File: config.mk
export PLATFORM = sky130hd
export DESIGN_NAME = zip_central_directory_parser
export DESIGN_NICKNAME = d
export VERILOG_FILES = /design/src/rtl/zcdp_pkg.sv /design/src/rtl/zcdp_core.sv /design/src/rtl/zcdp_fifo.sv /design/src/rtl/zip_central_directory_parser.sv
export SDC_FILE = /design/constraint.sdc
export NUM_CORES = 2
export LEC_CHECK = 0
export BUFFER_PORTS_ARGS = -buffer_cell sky130_fd_sc_hd__buf_2
export CAP_MARGIN = 0
export CORE_MARGIN = 2
export CORE_UTILIZATION = 45
export DETAILED_ROUTE_END_ITERATION = 8
export PLACE_DENSITY = 0.57
export SETUP_SLACK_MARGIN = 0.4
export SLEW_MARGIN = 10
export SYNTH_ARGS = -nofsm -noshare
export SYNTH_HDL_FRONTEND = slang
export SYNTH_SLANG_ARGS = --single-unit
File: constraint.sdc
create_clock -name clock -period 13.45 [get_ports clock]
set_input_delay 2.69 -clock clock [delete_from_list [all_inputs] [get_ports clock]]
set_output_delay 2.69 -clock clock [all_outputs]
set_load 0.005 [all_outputs]
File: src/rtl/zcdp_pkg.sv
// Package for the ZIP central directory parser.
// Holds result kind codes, the result item layout, the header signature and the shared queue depth.
// No dependencies.
package zcdp_pkg;

   localparam int unsigned RQ_DEPTH = 4;

   localparam logic [31:0] CDH_SIGNATURE = 32'h0201_4b50;

   typedef enum logic [2:0] {
      K_RECORD = 3'd0,
      K_NAME   = 3'd1,
      K_DONE   = 3'd2,
      K_BADSIG = 3'd3,
      K_TRUNC  = 3'd4
   } kind_type;

   typedef struct packed {
      kind_type    kind;
      logic [15:0] entry_index;
      logic [15:0] method;
      logic [31:0] packed_size;
      logic [31:0] plain_size;
      logic [31:0] header_offset;
      logic [15:0] name_length;
      logic [7:0]  name_char;
      logic        final_res;
   } rsp_type;

   // Up to two result items come out of one input item, in slot order.
   typedef struct packed {
      logic    v0;
      logic    v1;
      rsp_type r0;
      rsp_type r1;
   } push_type;

endpackage

File: src/rtl/zcdp_core.sv
// Parser core: header field capture, name/skip counting and result generation.
// Works on one accepted item per cycle; depends on zcdp_pkg.
module zcdp_core (
   input  logic              clock,
   input  logic              reset,
   input  logic              csr_we,
   input  logic [15:0]       csr_wdata,
   input  logic              item_accept,
   input  logic [7:0]        data_byte,
   input  logic              stream_end,
   output zcdp_pkg::push_type push
);
   import zcdp_pkg::*;

   typedef enum logic [1:0] {
      PH_HEADER,
      PH_NAME,
      PH_SKIP,
      PH_STOP
   } phase_type;

   typedef struct packed {
      logic [31:0] sig;
      logic [15:0] method;
      logic [15:0] name_len;
      logic [31:0] packed_size;
      logic [31:0] plain_size;
      logic [15:0] extra_len;
      logic [15:0] comment_len;
      logic [31:0] offset;
   } hdr_type;

   localparam logic [5:0] HDR_LAST  = 6'd45;
   localparam logic [5:0] OFS_FIRST = 6'd42;

   phase_type   phase_ff, phase_in;
   logic [5:0]  pos_ff, pos_in;
   hdr_type     hdr_ff, hdr_in;
   logic [16:0] left_ff, left_in;
   logic [15:0] done_ff, done_in;
   logic [15:0] total_ff, total_in;

   logic [16:0] skip_len;
   logic [16:0] left_dec;
   logic [1:0]  ofs_sub;
   logic        finished;
   logic        stopped;
   push_type    push_c;

   function automatic rsp_type make_rsp(kind_type k, logic [15:0] idx, hdr_type h,
                                        logic with_entry, logic [7:0] ch, logic fin);
      rsp_type r;
      r.kind          = k;
      r.entry_index   = idx;
      r.method        = with_entry ? h.method      : 16'd0;
      r.packed_size   = with_entry ? h.packed_size : 32'd0;
      r.plain_size    = with_entry ? h.plain_size  : 32'd0;
      r.header_offset = with_entry ? h.offset      : 32'd0;
      r.name_length   = with_entry ? h.name_len    : 16'd0;
      r.name_char     = ch;
      r.final_res     = fin;
      return r;
   endfunction

   always_comb begin
      phase_in = phase_ff;
      pos_in   = pos_ff;
      hdr_in   = hdr_ff;
      left_in  = left_ff;
      done_in  = done_ff;
      total_in = csr_we ? csr_wdata : total_ff;
      finished = 1'b0;
      stopped  = 1'b0;
      push_c   = '0;
      ofs_sub  = 2'(pos_ff - OFS_FIRST);
      left_dec = (left_ff != 17'd0) ? left_ff - 17'd1 : 17'd0;

      // header capture, in place for the record of the final header byte
      case (pos_ff) inside
         [6'd0:6'd3]:   hdr_in.sig[pos_ff[1:0]*8 +: 8]         = data_byte;
         [6'd10:6'd11]: hdr_in.method[pos_ff[0]*8 +: 8]        = data_byte;
         [6'd20:6'd23]: hdr_in.packed_size[pos_ff[1:0]*8 +: 8] = data_byte;
         [6'd24:6'd27]: hdr_in.plain_size[pos_ff[1:0]*8 +: 8]  = data_byte;
         [6'd28:6'd29]: hdr_in.name_len[pos_ff[0]*8 +: 8]      = data_byte;
         [6'd30:6'd31]: hdr_in.extra_len[pos_ff[0]*8 +: 8]     = data_byte;
         [6'd32:6'd33]: hdr_in.comment_len[pos_ff[0]*8 +: 8]   = data_byte;
         [6'd42:6'd45]: hdr_in.offset[ofs_sub*8 +: 8]          = data_byte;
         default: ;
      endcase
      if (phase_ff != PH_HEADER)
         hdr_in = hdr_ff;

      skip_len = {1'b0, hdr_in.extra_len} + {1'b0, hdr_in.comment_len};

      if (!item_accept || phase_ff == PH_STOP) begin
         hdr_in = hdr_ff;
      end else if (phase_ff == PH_HEADER && pos_ff == 6'd0 && done_ff >= total_ff) begin
         push_c.v0 = 1'b1;
         push_c.r0 = make_rsp(K_DONE, done_ff, hdr_ff, 1'b0, 8'd0, 1'b1);
         phase_in  = PH_STOP;
      end else begin
         case (phase_ff)
            PH_HEADER: begin
               if (pos_ff >= HDR_LAST) begin
                  pos_in = 6'd0;
                  push_c.v0 = 1'b1;
                  if (hdr_in.sig != CDH_SIGNATURE) begin
                     push_c.r0 = make_rsp(K_BADSIG, done_ff, hdr_in, 1'b0, 8'd0, 1'b1);
                     phase_in  = PH_STOP;
                     stopped   = 1'b1;
                  end else begin
                     push_c.r0 = make_rsp(K_RECORD, done_ff, hdr_in, 1'b1, 8'd0, 1'b0);
                     if (hdr_in.name_len != 16'd0) begin
                        phase_in = PH_NAME;
                        left_in  = {1'b0, hdr_in.name_len};
                     end else if (skip_len != 17'd0) begin
                        phase_in = PH_SKIP;
                        left_in  = skip_len;
                     end else begin
                        finished = 1'b1;
                     end
                  end
               end else begin
                  pos_in = pos_ff + 6'd1;
               end
            end
            PH_NAME: begin
               push_c.v0 = 1'b1;
               push_c.r0 = make_rsp(K_NAME, done_ff, hdr_ff, 1'b1, data_byte, 1'b0);
               left_in   = left_dec;
               if (left_dec == 17'd0) begin
                  if (skip_len != 17'd0) begin
                     phase_in = PH_SKIP;
                     left_in  = skip_len;
                  end else begin
                     finished = 1'b1;
                  end
               end
            end
            default: begin
               left_in = left_dec;
               if (left_dec == 17'd0)
                  finished = 1'b1;
            end
         endcase

         if (finished) begin
            done_in  = done_ff + 16'd1;
            phase_in = PH_HEADER;
            pos_in   = 6'd0;
            if (done_in >= total_ff) begin
               stopped  = 1'b1;
               phase_in = PH_STOP;
               if (push_c.v0) begin
                  push_c.v1 = 1'b1;
                  push_c.r1 = make_rsp(K_DONE, done_in, hdr_ff, 1'b0, 8'd0, 1'b1);
               end else begin
                  push_c.v0 = 1'b1;
                  push_c.r0 = make_rsp(K_DONE, done_in, hdr_ff, 1'b0, 8'd0, 1'b1);
               end
            end
         end

         if (!stopped && stream_end) begin
            phase_in = PH_STOP;
            if (push_c.v0) begin
               push_c.v1 = 1'b1;
               push_c.r1 = make_rsp(K_TRUNC, done_in, hdr_ff, 1'b0, 8'd0, 1'b1);
            end else begin
               push_c.v0 = 1'b1;
               push_c.r0 = make_rsp(K_TRUNC, done_in, hdr_ff, 1'b0, 8'd0, 1'b1);
            end
         end
      end
   end

   assign push = push_c;

   always_ff @(posedge clock) begin
      hdr_ff <= hdr_in;
      if (reset) begin
         phase_ff <= PH_HEADER;
         pos_ff   <= 6'd0;
         left_ff  <= 17'd0;
         done_ff  <= 16'd0;
         total_ff <= 16'd0;
      end else begin
         phase_ff <= phase_in;
         pos_ff   <= pos_in;
         left_ff  <= left_in;
         done_ff  <= done_in;
         total_ff <= total_in;
      end
   end

   a_stop_silent: assert property (@(posedge clock) disable iff (reset)
      phase_ff == PH_STOP |-> !push.v0)
      else $error("result produced after stop");

   a_slot_order: assert property (@(posedge clock) disable iff (reset)
      push.v1 |-> push.v0 && push.r1.final_res)
      else $error("second result slot misused");

   a_final_stops: assert property (@(posedge clock) disable iff (reset)
      push.v0 && push.r0.final_res |=> phase_ff == PH_STOP)
      else $error("terminal result without stop");

   a_pos_range: assert property (@(posedge clock) disable iff (reset)
      pos_ff <= HDR_LAST)
      else $error("header position out of range");

endmodule

File: src/rtl/zcdp_fifo.sv
// Result queue between the parser core and the result channel.
// Takes up to two items per cycle, hands out one; depends on zcdp_pkg.
module zcdp_fifo #(
   parameter int unsigned DEPTH = zcdp_pkg::RQ_DEPTH
) (
   input  logic               clock,
   input  logic               reset,
   input  zcdp_pkg::push_type push,
   input  logic               pop,
   output logic               room2,
   output logic               not_empty,
   output zcdp_pkg::rsp_type  head
);
   import zcdp_pkg::*;

   localparam int unsigned PW = (DEPTH > 1) ? $clog2(DEPTH) : 1;
   localparam int unsigned CW = $clog2(DEPTH + 1);
   localparam logic [PW-1:0] PTR_LAST = PW'(DEPTH - 1);
   localparam logic [CW-1:0] CNT_ROOM = CW'(DEPTH - 2);
   localparam logic [CW-1:0] CNT_FULL = CW'(DEPTH);

   rsp_type         mem [DEPTH];
   logic [PW-1:0]   wr_ff, wr_in, rd_ff, rd_in, wr_next;
   logic [CW-1:0]   cnt_ff, cnt_in;

   function automatic logic [PW-1:0] ptr_inc(logic [PW-1:0] p);
      return (p == PTR_LAST) ? '0 : p + 1'b1;
   endfunction

   always_comb begin
      wr_next = ptr_inc(wr_ff);
      wr_in   = wr_ff;
      if (push.v1)
         wr_in = ptr_inc(wr_next);
      else if (push.v0)
         wr_in = wr_next;
      rd_in  = pop ? ptr_inc(rd_ff) : rd_ff;
      cnt_in = cnt_ff + CW'(push.v0) + CW'(push.v1) - CW'(pop);
   end

   assign room2     = (cnt_ff <= CNT_ROOM);
   assign not_empty = (cnt_ff != '0);
   assign head      = mem[rd_ff];

   always_ff @(posedge clock) begin
      if (push.v0)
         mem[wr_ff] <= push.r0;
      if (push.v1)
         mem[wr_next] <= push.r1;
      if (reset) begin
         wr_ff  <= '0;
         rd_ff  <= '0;
         cnt_ff <= '0;
      end else begin
         wr_ff  <= wr_in;
         rd_ff  <= rd_in;
         cnt_ff <= cnt_in;
      end
   end

   a_no_overflow: assert property (@(posedge clock) disable iff (reset)
      cnt_ff <= CNT_FULL)
      else $error("result queue overflow");

   a_no_underflow: assert property (@(posedge clock) disable iff (reset)
      pop |-> cnt_ff != '0)
      else $error("result queue underflow");

   a_push_room: assert property (@(posedge clock) disable iff (reset)
      push.v0 |-> cnt_ff <= CNT_ROOM)
      else $error("push without room");

endmodule

File: src/rtl/zip_central_directory_parser.sv
// ZIP central directory parser, top level.
// Instantiates zcdp_core and zcdp_fifo; depends on zcdp_pkg.
//
// Usage: the central directory streams in one byte per item on req_ (tlast
// marks the final byte available). csr_wdata, written with csr_we while the
// block is idle, sets the number of entries expected. For each entry the
// rsp_ channel gives one record item, then one item per file name byte;
// extra-field and comment bytes give nothing. Done, bad signature and
// truncation items carry rsp_tlast and stop the block until reset.
// Throughput: one input item per cycle while req_tready is high; a byte is parsed
// in the cycle it is accepted and its results sit in the result queue from the
// next cycle, at the head if the queue was empty. One byte can cause two
// results while the queue drains one per cycle, so req_tready drops when the
// queue has fewer than two free slots (DEPTH entries).
// Reset (synchronous) clears the parser, the entry count and the queue.
// A stalled receiver only fills the queue; nothing is lost.
module zip_central_directory_parser #(
   parameter int unsigned DEPTH = zcdp_pkg::RQ_DEPTH
) (
   input  logic         clock,
   input  logic         reset,
   input  logic         csr_we,
   input  logic [15:0]  csr_wdata,
   input  logic         req_tvalid,
   output logic         req_tready,
   input  logic [7:0]   req_tdata,   // [7:0] data_byte
   input  logic         req_tlast,   // stream_end
   output logic         rsp_tvalid,
   input  logic         rsp_tready,
   output logic [151:0] rsp_tdata,   // entry_index, method, packed_size, plain_size,
                                     // header_offset, name_length, name_char
   output logic [2:0]   rsp_tuser,   // kind
   output logic         rsp_tlast    // final_res
);
   import zcdp_pkg::*;

   push_type push;
   rsp_type  head;
   logic     room2;
   logic     not_empty;
   logic     item_accept;
   logic     pop;

   assign req_tready  = room2;
   assign item_accept = req_tvalid && room2;
   assign rsp_tvalid  = not_empty;
   assign pop         = not_empty && rsp_tready;

   zcdp_core u_core (
      .clock       (clock),
      .reset       (reset),
      .csr_we      (csr_we),
      .csr_wdata   (csr_wdata),
      .item_accept (item_accept),
      .data_byte   (req_tdata),
      .stream_end  (req_tlast),
      .push        (push)
   );

   zcdp_fifo #(
      .DEPTH (DEPTH)
   ) u_fifo (
      .clock     (clock),
      .reset     (reset),
      .push      (push),
      .pop       (pop),
      .room2     (room2),
      .not_empty (not_empty),
      .head      (head)
   );

   assign rsp_tdata = {head.name_char, head.name_length, head.header_offset,
                       head.plain_size, head.packed_size, head.method,
                       head.entry_index};
   assign rsp_tuser = head.kind;
   assign rsp_tlast = head.final_res;

endmodule
==> results.md <==
* HP Start: u_fifo.mem[2][67]
* RR Startpoint: u_core.pos_ff[0]
* Seq. cell area at 0.0203 mm2
* Cts bufs inserted at 95
* Overflow after GRT at 0
* Initial Utilization at 0.452
* WP data required at 13.68 ns
* CTS tree: built
* Area of the multi-input gates at 0.0187 mm2
* Synth Register Bits at 882
* Main synth FF type: dfxtp_1
* DRC Markers at 0
* Root Buffer: clkbuf_16
* Tot GR Track Use at 0.265
* Vias in the first global route at 29,924
* Post-Route WL at 125,000 um
* # resized after CTS at 0
* R2r setup slk at 4.25 ns
* Setup Fix Bufs, Post-CTS at 0
* Cell Pwr Density at 188 mW/mm2
* Ys Warns at 0
* Unrepaired setup endpoints after global routing: false
* Ratio of cells with drive above 1 in the final layout at 0.179
* Run status: finished, final reports clean
* N_diodes at 0
* Cells after Synth at 3,642
* Crit path time final at 9.20 ns
* Antenna violations before repair at 3
* Max Fclk at 0.109 GHz
* Largest family of logic cells by synthesized area: compound AO/OA/AOI/OAI gates
* Hold Path End: u_fifo.mem[2][67]
* Die H at 304 um
* Largest net degree at the start of global routing at 140
* Number of flops mapped to enable cells by yosys at 268
* Final HPWL DP at 75,900 um
* Setup TNS at 0 ns
* Syn Area/Cell at 11.1 um2
* Fillcell total at 8,017
* Synth Area in Compound Gates at 0.212
* Total Power at 8530 uW
* Logic pwr share at 0.279
* Area of the core at 0.0896 mm2
* Endpoints failing setup at 0
* Synth cell types at 94
* Sw Pwr at 2910 uW
* Mapped Nets at 3,740
* Final hold vios at 0
* Worst R2R Path Depth at 22
* Final worst path period share at 0.684
* Max-Cap Viols at 0
* Hold-fix buffers, CTS at 0
* Row count at 110
* Clock Skews at 0.0443 ns
* Crit Path Class: register to register
* Worst vdd ir at 0.130 mV
* First-pass GRT wire length at 190,000 um
* Cell Int Power at 5620 uW
* Post-synthesis instance area at 0.0405 mm2
* Critical path fanouts, max at 139
* Clock transition at path regs at 0.06 ns
* Mux cell area share after synthesis at 0.113
* CTS sink count at 882
* P&R area growth vs syn at 11.9%
* NumNets Final at 3,750
* Hold Path Depth at 2
* Slew Viols, Final at 0
* DRT Pass-1 Iters at 5
* Final ANT Viol Nets at 0
* Critical path startpoint category: register
* Via Count at 30,508
* Seq pwr share at 0.405
* R2r endpoint: u_fifo.mem[1][147]
* Synth Area in XOR/XNOR at 0.0123
* CTS Buffer Depth at 3
* Fraction of registers with async set/reset at 0
* Die width at 304 um
* Simple-Gate Fraction of Synth Area at 0.0991
* Seq/Total Area, Yosys at 0.502
* Sw Ratio at 0.341
* Clk Latency, worst-skew pair at 0.69 ns
* CP endpoint kind: register
* WL/cell at 25.4 um
* H-tree depth at 3
* Min-delay worst type: register to register
* CP Data Arrival Time at 9.42 ns
* Clock Power Share at 0.315
* Slew headroom at 0.173
* Gp weighted congestion at 0.886
* Lkg Pwr at 0.0167 uW
* Measured slew at the worst slew-check pin at 1.24 ns
* Vias per inst at 6.21
* # IOs at 188
* Area of the die at 0.0924 mm2
* Drt initial violations at 2,932
* Synth Area in Adders at 0.0216
* Port Buf Inserts at 187
cells in the final DEF, fill, tap and decap left out, types with 20 or more instances in the layout:
cell type / Yosys / final
nand2_1: 417 / 417
nor2_1: 144 / 138
o2bb2ai_1: 102 / 102
mux4_2: 156 / 156
edfxtp_1: 268 / 268
clkbuf_1: 190 / 22
xor2_1: 37 / 37
ha_1: 65 / 65
mux2_2: 61 / 61
a21o_1: 25 / 25
a22o_1: 494 / 494
buf_4: 0 / 43
a32o_1: 25 / 25
xnor2_1: 20 / 20
a21oi_1: 132 / 130
buf_2: 80 / 187
o21ai_0: 193 / 193
mux2i_1: 39 / 39
nand3_1: 80 / 76
dfxtp_1: 614 / 611
nor3_1: 48 / 46
inv_1: 56 / 55
o22ai_1: 43 / 43
and3_1: 26 / 24
clkbuf_16: 0 / 100
power groups by stage:
stage / Sequential (uW) / Combinational [uW] / Clock (uW)
finish: 3460 / 2380 / 2690
global route: 3510 / 2590 / 2830
CTS: 3450 / 2370 / 2720
detailed placement: 3510 / 2360 / 0
global placement: 3500 / 2350 / 0
floorplan: 3450 / 1670 / 0
final cells by class:
cell class                      count  area share
Tap cell                         1176      0.0325
Clock inverter                     44      0.0104
Inverter                           58     0.00502
Timing Repair Buffer              233      0.0291
Multi-Input combinational cell   2382       0.414
Clock buffer                      134      0.0605
Sequential cell                   882       0.449
routing by layer:
| layer | routed length [um] | up-vias | part of all wire | GRT usage |
|---|---|---|---|---|
| met5 | 0 | - | 0 | 0 |
| met2 | 57800 | 1062 | 0.46 | 0.424 |
| met3 | 7230 | 200 | 0.058 | 0.0375 |
| met1 | 56400 | 15256 | 0.45 | 0.374 |
| li1 | - | 13990 | - | - |
| met4 | 3350 | 0 | 0.027 | 0.0756 |
flip-flops by register name, indices dropped and copies added (netlist names), named ones only:
name and cells:
u_core.hdr_ff 192, u_core.total_ff 16, u_fifo.mem 624, u_core.left_ff 17, u_core.pos_ff 6, u_core.done_ff 16
u_fifo.wr_ff 2, u_core.phase_ff 2, u_fifo.rd_ff 2, u_fifo.cnt_ff 3
cell usage after synthesis (80+ instances only):
cell       instances  area (um2)
nand3_1           80         400
mux4_2           156        3510
a22o_1           494        4330
buf_2             80         400
nor2_1           144         541
dfxtp_1          614       12300
o2bb2ai_1        102         893
clkbuf_1         190         713
edfxtp_1         268        8050
a21oi_1          132         661
o21ai_0          193         966
nand2_1          417        1570
per-stage QoR:
stage	cells	hold slack [ns]	worst slack [ns]	util	cell area, um2
2_1_floorplan	3642	0.427	3.00	-	40500
3_3_place_gp	4731	0.439	4.19	0.470	42100
3_5_place_dp	4731	0.442	4.03	0.470	42100
6_report	4909	0.451	4.25	0.506	45300
4_1_cts	4909	0.452	4.30	0.506	45300
5_1_grt	4909	0.469	3.73	0.506	45300
cells by family after synthesis:
logic type | Yosys count
buf+inv | 378
mux | 256
compound gates | 1139
simple gates | 862
fa+ha+maj | 68
xor+xnor | 57
flops | 882
worst max-delay path, stage by stage (launching register included):
cell,delay (ns)
dfxtp_1,0.88
clkinv_1,0.57
ha_1,0.50
nor2_1,0.48
or4_1,0.21
nor3_1,0.05
buf_4,0.22
mux2_2,0.30
ha_1,0.25
fa_1,0.44
a21o_1,0.22
a221oi_2,0.35
xnor2_1,0.21
a2111oi_2,0.26
nand4_1,0.17
or4b_1,0.69
o41a_1,0.45
nand2b_1,0.30
o2111a_2,0.34
buf_4,0.31
a21oi_4,0.22
buf_12,0.62
inv_1,0.67
worst max-delay path by stage:
stage	start	end	slack [ns]	cells past startpoint
floorplan	req_tvalid	u_fifo.mem[1][0]	3.00	9
global placement	req_tdata[0]	u_fifo.mem[1][137]	4.19	17
detailed placement	req_tdata[0]	u_fifo.mem[1][138]	4.03	15
CTS	u_core.pos_ff[0]	u_fifo.mem[1][147]	4.30	22
global route	u_core.pos_ff[0]	u_fifo.mem[1][147]	3.73	22
finish	u_core.pos_ff[0]	u_fifo.mem[1][147]	4.25	22
Power figures use the tool's default switching activity.
